<file path="config.mk">
export PLATFORM = sky130hd
export DESIGN_NAME = lzmt_ctrl
export DESIGN_NICKNAME = d
export VERILOG_FILES = /design/src/hdl/lzmt_pkg.sv /design/src/hdl/lzmt_ctrl.sv
export SDC_FILE = /design/constraint.sdc
export NUM_CORES = 1
export LEC_CHECK = 0
export ABC_AREA = 1
export BUFFER_PORTS_ARGS = -buffer_cell sky130_fd_sc_hd__buf_2
export CAP_MARGIN = 30
export CORE_AREA = 4 4 41 43
export CTS_CLUSTER_DIAMETER = 120
export DETAILED_ROUTE_END_ITERATION = 6
export DIE_AREA = 0 0 45 47
export SLEW_MARGIN = 5
export SYNTH_ARGS = -nofsm -noshare
export SYNTH_HDL_FRONTEND = slang
export SYNTH_SLANG_ARGS = --single-unit
</file>
<file path="constraint.sdc">
create_clock -name clk -period 1.19 [get_ports clk]
set_input_delay 0.0595 -clock clk [delete_from_list [all_inputs] [get_ports clk]]
set_output_delay 0.0595 -clock clk [all_outputs]
set_load 0.1 [all_outputs]
</file>
<file path="src/hdl/lzmt_pkg.sv">
// ----------------------------------------------------------------------------
// lzmt_pkg
// Shared constants, codes and control types of the LZSS match tokeniser.
// ----------------------------------------------------------------------------
package lzmt_pkg;

	localparam int WINDOW       = 1024;
	localparam int BUFFER_DEPTH = 2048;
	localparam int ADDR_W       = $clog2(BUFFER_DEPTH);
	// positions are kept modulo twice the ring depth
	localparam int PTR_W        = ADDR_W + 1;
	localparam int OFF_W        = $clog2(WINDOW + 1);
	localparam int MIN_MATCH    = 2;

	localparam int STATUS_W = 3;
	localparam int LIT_W    = 8;
	localparam int DIST_W   = 10;
	localparam int LEN_W    = 11;
	localparam int TDATA_W  = 32;

	typedef enum logic [STATUS_W-1:0] {
		ST_PUSH_OK   = 3'd0,
		ST_TOKEN     = 3'd1,
		ST_NEED_DATA = 3'd2,
		ST_FINISHED  = 3'd3,
		ST_REJECTED  = 3'd4
	} status_t;

	typedef enum logic {
		ACT_PUSH  = 1'b0,
		ACT_TOKEN = 1'b1
	} action_t;

	typedef enum logic [2:0] {
		S_IDLE,
		S_EVAL,
		S_LIT_RD,
		S_LIT_CAP,
		S_CMP_RD,
		S_CMP,
		S_COMMIT,
		S_OUT
	} ctl_state_t;

	typedef struct packed {
		logic    load_in;
		logic    push_wr;
		logic    set_code;
		status_t code;
		logic    search_init;
		logic    lit_cap;
		logic    k_inc;
		logic    cand_end;
		logic    commit;
		logic    out_load;
	} dp_cmd_t;

	typedef struct packed {
		logic is_push;
		logic reject;
		logic need_data;
		logic finished;
		logic co_zero;
		logic k_continue;
		logic last_cand;
		logic out_free;
	} dp_status_t;

endpackage

</file>
<file path="src/hdl/lzmt_ctrl.sv">
// ----------------------------------------------------------------------------
// lzmt_ctrl
// Sequencer for push handling, the candidate-by-candidate search and output.
// ----------------------------------------------------------------------------
module lzmt_ctrl (
	input  logic                  clk,
	input  logic                  arst_n,
	input  logic                  in_fire,
	input  lzmt_pkg::dp_status_t  st,
	output logic                  idle,
	output lzmt_pkg::dp_cmd_t     cmd
);

	lzmt_pkg::ctl_state_t state_q, state_d;

	always_ff @(posedge clk or negedge arst_n) begin
		if (!arst_n) begin
			state_q <= lzmt_pkg::S_IDLE;
		end else begin
			state_q <= state_d;
		end
	end

	always_comb begin
		state_d = state_q;
		unique case (state_q)
			lzmt_pkg::S_IDLE: begin
				if (in_fire) state_d = lzmt_pkg::S_EVAL;
			end
			lzmt_pkg::S_EVAL: begin
				if (st.is_push || st.need_data || st.finished) state_d = lzmt_pkg::S_OUT;
				else state_d = lzmt_pkg::S_LIT_RD;
			end
			lzmt_pkg::S_LIT_RD:  state_d = lzmt_pkg::S_LIT_CAP;
			lzmt_pkg::S_LIT_CAP: begin
				state_d = st.co_zero ? lzmt_pkg::S_COMMIT : lzmt_pkg::S_CMP_RD;
			end
			lzmt_pkg::S_CMP_RD: state_d = lzmt_pkg::S_CMP;
			lzmt_pkg::S_CMP: begin
				if (st.k_continue) state_d = lzmt_pkg::S_CMP_RD;
				else if (st.last_cand) state_d = lzmt_pkg::S_COMMIT;
				else state_d = lzmt_pkg::S_CMP_RD;
			end
			lzmt_pkg::S_COMMIT: state_d = lzmt_pkg::S_OUT;
			lzmt_pkg::S_OUT: begin
				if (st.out_free) state_d = lzmt_pkg::S_IDLE;
			end
			default: state_d = lzmt_pkg::S_IDLE;
		endcase
	end

	always_comb begin
		cmd      = '0;
		cmd.code = lzmt_pkg::ST_PUSH_OK;
		idle     = 1'b0;
		unique case (state_q)
			lzmt_pkg::S_IDLE: begin
				idle        = 1'b1;
				cmd.load_in = in_fire;
			end
			lzmt_pkg::S_EVAL: begin
				cmd.set_code = st.is_push || st.need_data || st.finished;
				if (st.is_push) begin
					if (st.reject) begin
						cmd.code = lzmt_pkg::ST_REJECTED;
					end else begin
						cmd.push_wr = 1'b1;
						cmd.code    = lzmt_pkg::ST_PUSH_OK;
					end
				end else if (st.need_data) begin
					cmd.code = lzmt_pkg::ST_NEED_DATA;
				end else if (st.finished) begin
					cmd.code = lzmt_pkg::ST_FINISHED;
				end else begin
					cmd.search_init = 1'b1;
				end
			end
			lzmt_pkg::S_LIT_RD: ;
			lzmt_pkg::S_LIT_CAP: cmd.lit_cap = 1'b1;
			lzmt_pkg::S_CMP_RD: ;
			lzmt_pkg::S_CMP: begin
				if (st.k_continue) cmd.k_inc = 1'b1;
				else cmd.cand_end = 1'b1;
			end
			lzmt_pkg::S_COMMIT: begin
				cmd.commit   = 1'b1;
				cmd.set_code = 1'b1;
				cmd.code     = lzmt_pkg::ST_TOKEN;
			end
			lzmt_pkg::S_OUT: cmd.out_load = st.out_free;
			default: ;
		endcase
	end

endmodule

</file>
Yosys cells after proc, flatten, opt, wreduce, memory -nomap -nowiden:

Index checks and enable logic that the tools add are counted.

* bits in registers: 3
* input bits: 11

* equal/unequal tests: 9
* mux-type cells: 27
* reductions and logical operators: 4

Operators with widths (number)
* $pmux 3 s8: 1
* $mux 3: 5
* $mux 1: 14
* $eq 3x3->1 const B: 4
* $mux 2: 6
* $pmux 4 s2: 1
* $eq 3x2->1 const B: 2
* $ne 2x2->1 const B: 2
* $eq 3x1->1 const B: 1
* $logic_not 3->1: 1
* $logic_or 1x1->1: 2
* $reduce_and 2->1: 1

Logic depth before layout (Yosys ltp):

* depth after elaboration: 4
* depth in mapped cells: 7
* mapped depth without buffers: 7

Worst setup path before layout:

OpenSTA, ideal clock, no wires.

* kind: flip-flop to output port
* start point: register state_q[0]
* end point: output cmd[9] (netlist name)
* arrival time: 2680 ps
* data required time: 1131 ps
* slack: -1550 ps
* stages on the path, launching flop included: 6
* path through: dfrtp_1 -> inv_2 -> nand2_2 -> nor2_1 -> inv_2 -> nand2_1

RTL lines
* start: declaration: RTL line lzmt_ctrl.sv:14 `lzmt_pkg::ctl_state_t state_q, state_d;`
* start signal: assignment: RTL line lzmt_ctrl.sv:18 `state_q <= lzmt_pkg::S_IDLE;`
* start signal: assignment: RTL line lzmt_ctrl.sv:20 `state_q <= state_d;`
* end: declaration: RTL line lzmt_ctrl.sv:11 `output lzmt_pkg::dp_cmd_t cmd`

==> out/metrics.cfg <==
[run_status]
outcome = finished, violations left
violations = setup timing

[placement]
gp_congestion = 0.713
placed_area_um2 = 808
place_ws_ns = 0.0449
numPortBuffers = 23
post-dp-hpwl_um = 1010

[logic_synthesis]
synth_cells = 61
syn_area_per_cell_um2 = 5.48
synth_seq_area_share = 0.225
ys_seq_elements = 3
ys_types = 15
syn-cell-area_um2 = 334
syn_nets = 72
yosys_warnings = 0

[cells_and_area]
design_area_um2 = 877
largest_register_ffs = 3
regMostFlops = state_q
fill_cells = 111
syn_to_final_growth_pct = 163
multi_input_area_um2 = 304
antenna_cells = 0
seqCellArea_um2 = 76.3
nNetsFinal = 109
largest_registers = state_q (3)
drive_gt1_frac = 0.639

[global_route]
gr-usage-all-layers = 0.127
grt_start_max_net_pins = 5
antenna_found_initial = 0
grt_overflow = 0
grt_pass1_vias = 504
grt_pass1_wl_um = 1970

[critical_path]
start_kind = flip-flop
worst_ep_arrival_time_ns = 1.32
path_class = flip-flop to output port
crit_chain = inv_2 -> nand2_4 -> nor2_4 -> nand2_2 -> o21ai_4 -> buf_12
critPathRequiredTime_ns = 1.13
worstPathMaxFanout = 3
crit_buf_inv = 2
critPathTopFamily = flip-flops
slowest_stage = dfrtp_1
endpoint_kind = output port
slowest_delay_ns = 0.39

[routing]
dr.first_iter.drc_count = 1
drc = 0
viasPerCell = 4.29
dr.pass1.iters = 2
dr_total_vias = 480
routed_wl_um = 1140
wl_per_cell_um = 10.2
ant_nets = 0

[timing]
finalSetupViolCount = 14
fin_crit_sh = 1.16
post-route-min-period_ns = 1.38
grt_setup_unrepaired = true
hold_violations = 0
fin_hold_ws_ns = 0.145
skew_ns = 0.000733
relSlewSlack = 0.840
slew_viol_final = 0
fin_ws_ns = -0.193
worst_pin_slew_ns = 0.239
tns_ns = -1.69
fmax_mhz = 723

[die]
chipWidth_um = 45
start_util = 0.257
io_pins = 24
die_y_um = 47
num_rows = 13
core-area_mm2 = 0.00130
die_area_mm2 = 0.00212

[run]
drv_cap = 0

[clock_tree]
cts_buffers = 3
clock_latency_ns = 0.24
htree_levels = 1
clkTransAtPathRegs_ns = 0.04
cts_tree = done
cts.sinks = 3
clockRootBuffer = clkbuf_4
cts_buffer_depth = 2

[min_path]
hp-class = primary input to flip-flop

[tightest hold or removal path, stage by stage]
cell and delay, ns:
buf_2 0.09, nor2_2 0.04, inv_1 0.08, nand2_1 0.06
[timing repair]
| action | CTS | global route |
|---|---|---|
| endpoints found under the hold margin | 3 | 0 |
| endpoints found under the setup margin | 13 | 15 |
| resized for setup | 3 | 2 |
| setup buffers | 2 | 0 |
| hold buffers | 1 | 0 |
| pin swaps | 2 | 0 |
[cell type report]
class / count / share of cell area
Sequential cell: 3 / 0.0870
Timing Repair Buffer: 32 / 0.442
Tap cell: 15 / 0.0214
Inverter: 16 / 0.0728
Clock buffer: 4 / 0.0300
Multi-Input combinational cell: 42 / 0.347
[cell usage in the layout, fill, tap and decap left out]
cell type / synthesis / layout
buf_12: 0 / 13
buf_2: 0 / 10
buf_4: 0 / 6
buf_6: 0 / 2
clkbuf_1: 0 / 1
clkbuf_4: 0 / 3
clkinvlp_4: 0 / 1
dfrtp_1: 3 / 2
dfrtp_2: 0 / 1
dlygate4sd3_1: 0 / 1
inv_1: 11 / 9
inv_2: 5 / 6
nand2_1: 17 / 15
nand2_2: 1 / 2
nand2_4: 1 / 2
nand3_2: 0 / 2
nand4_1: 1 / 1
nor2_1: 13 / 5
nor2_2: 2 / 2
nor2_4: 1 / 9
nor3_4: 0 / 2
o21ai_0: 1 / 1
o21ai_4: 0 / 1
[cell families (layout without fill, tap and decap cells)]
logic type / after synthesis / in the layout / synth area share
simple gates: 40 / 40 / 0.554
flops: 3 / 3 / 0.225
compound gates: 2 / 2 / 0.0412
buf+inv: 16 / 52 / 0.180
[stage by stage]
step / instances / util
floorplan: 61 / -
global placement: 105 / 0.621
detailed placement: 105 / 0.621
CTS: 112 / 0.667
global route: 112 / 0.674
finish: 112 / 0.674
[routing by layer]
| layer | up-vias | GRT usage | part of all wire |
|---|---|---|---|
| li1 | 248 | - | - |
| met1 | 214 | 0.132 | 0.36 |
| met2 | 18 | 0.240 | 0.57 |
| met3 | 0 | 0.0536 | 0.074 |
| met4 | 0 | 0.0175 | 0 |
| met5 | - | 0 | 0 |
[synth_stat cells (all sizes together)]
cell type / number / area (um2)
o21ai: 2 / 13.8
inv: 16 / 60.1
nor2: 16 / 72.6
nand3: 2 / 10.0
nand2: 19 / 81.3
dfrtp: 3 / 75.1
nand4: 1 / 6.26
nor3: 2 / 15.0
[worst paths after layout]
path                            start         end  slack, ns  cells after the start
max                        state_q[2]      cmd[6]      -0.19                      6
min                             st[0]  state_q[0]       0.14                      4
max reg2reg                state_q[2]  state_q[0]      -0.01                      8
min reg2reg                state_q[1]  state_q[2]       0.69                      3
max in group asynchronous      arst_n  state_q[0]       0.92                      2
min in group asynchronous      arst_n  state_q[0]       0.15                      2
Power is not shown: default switching activity piles up to over one toggle a cycle in this logic, so the estimate is an artifact.
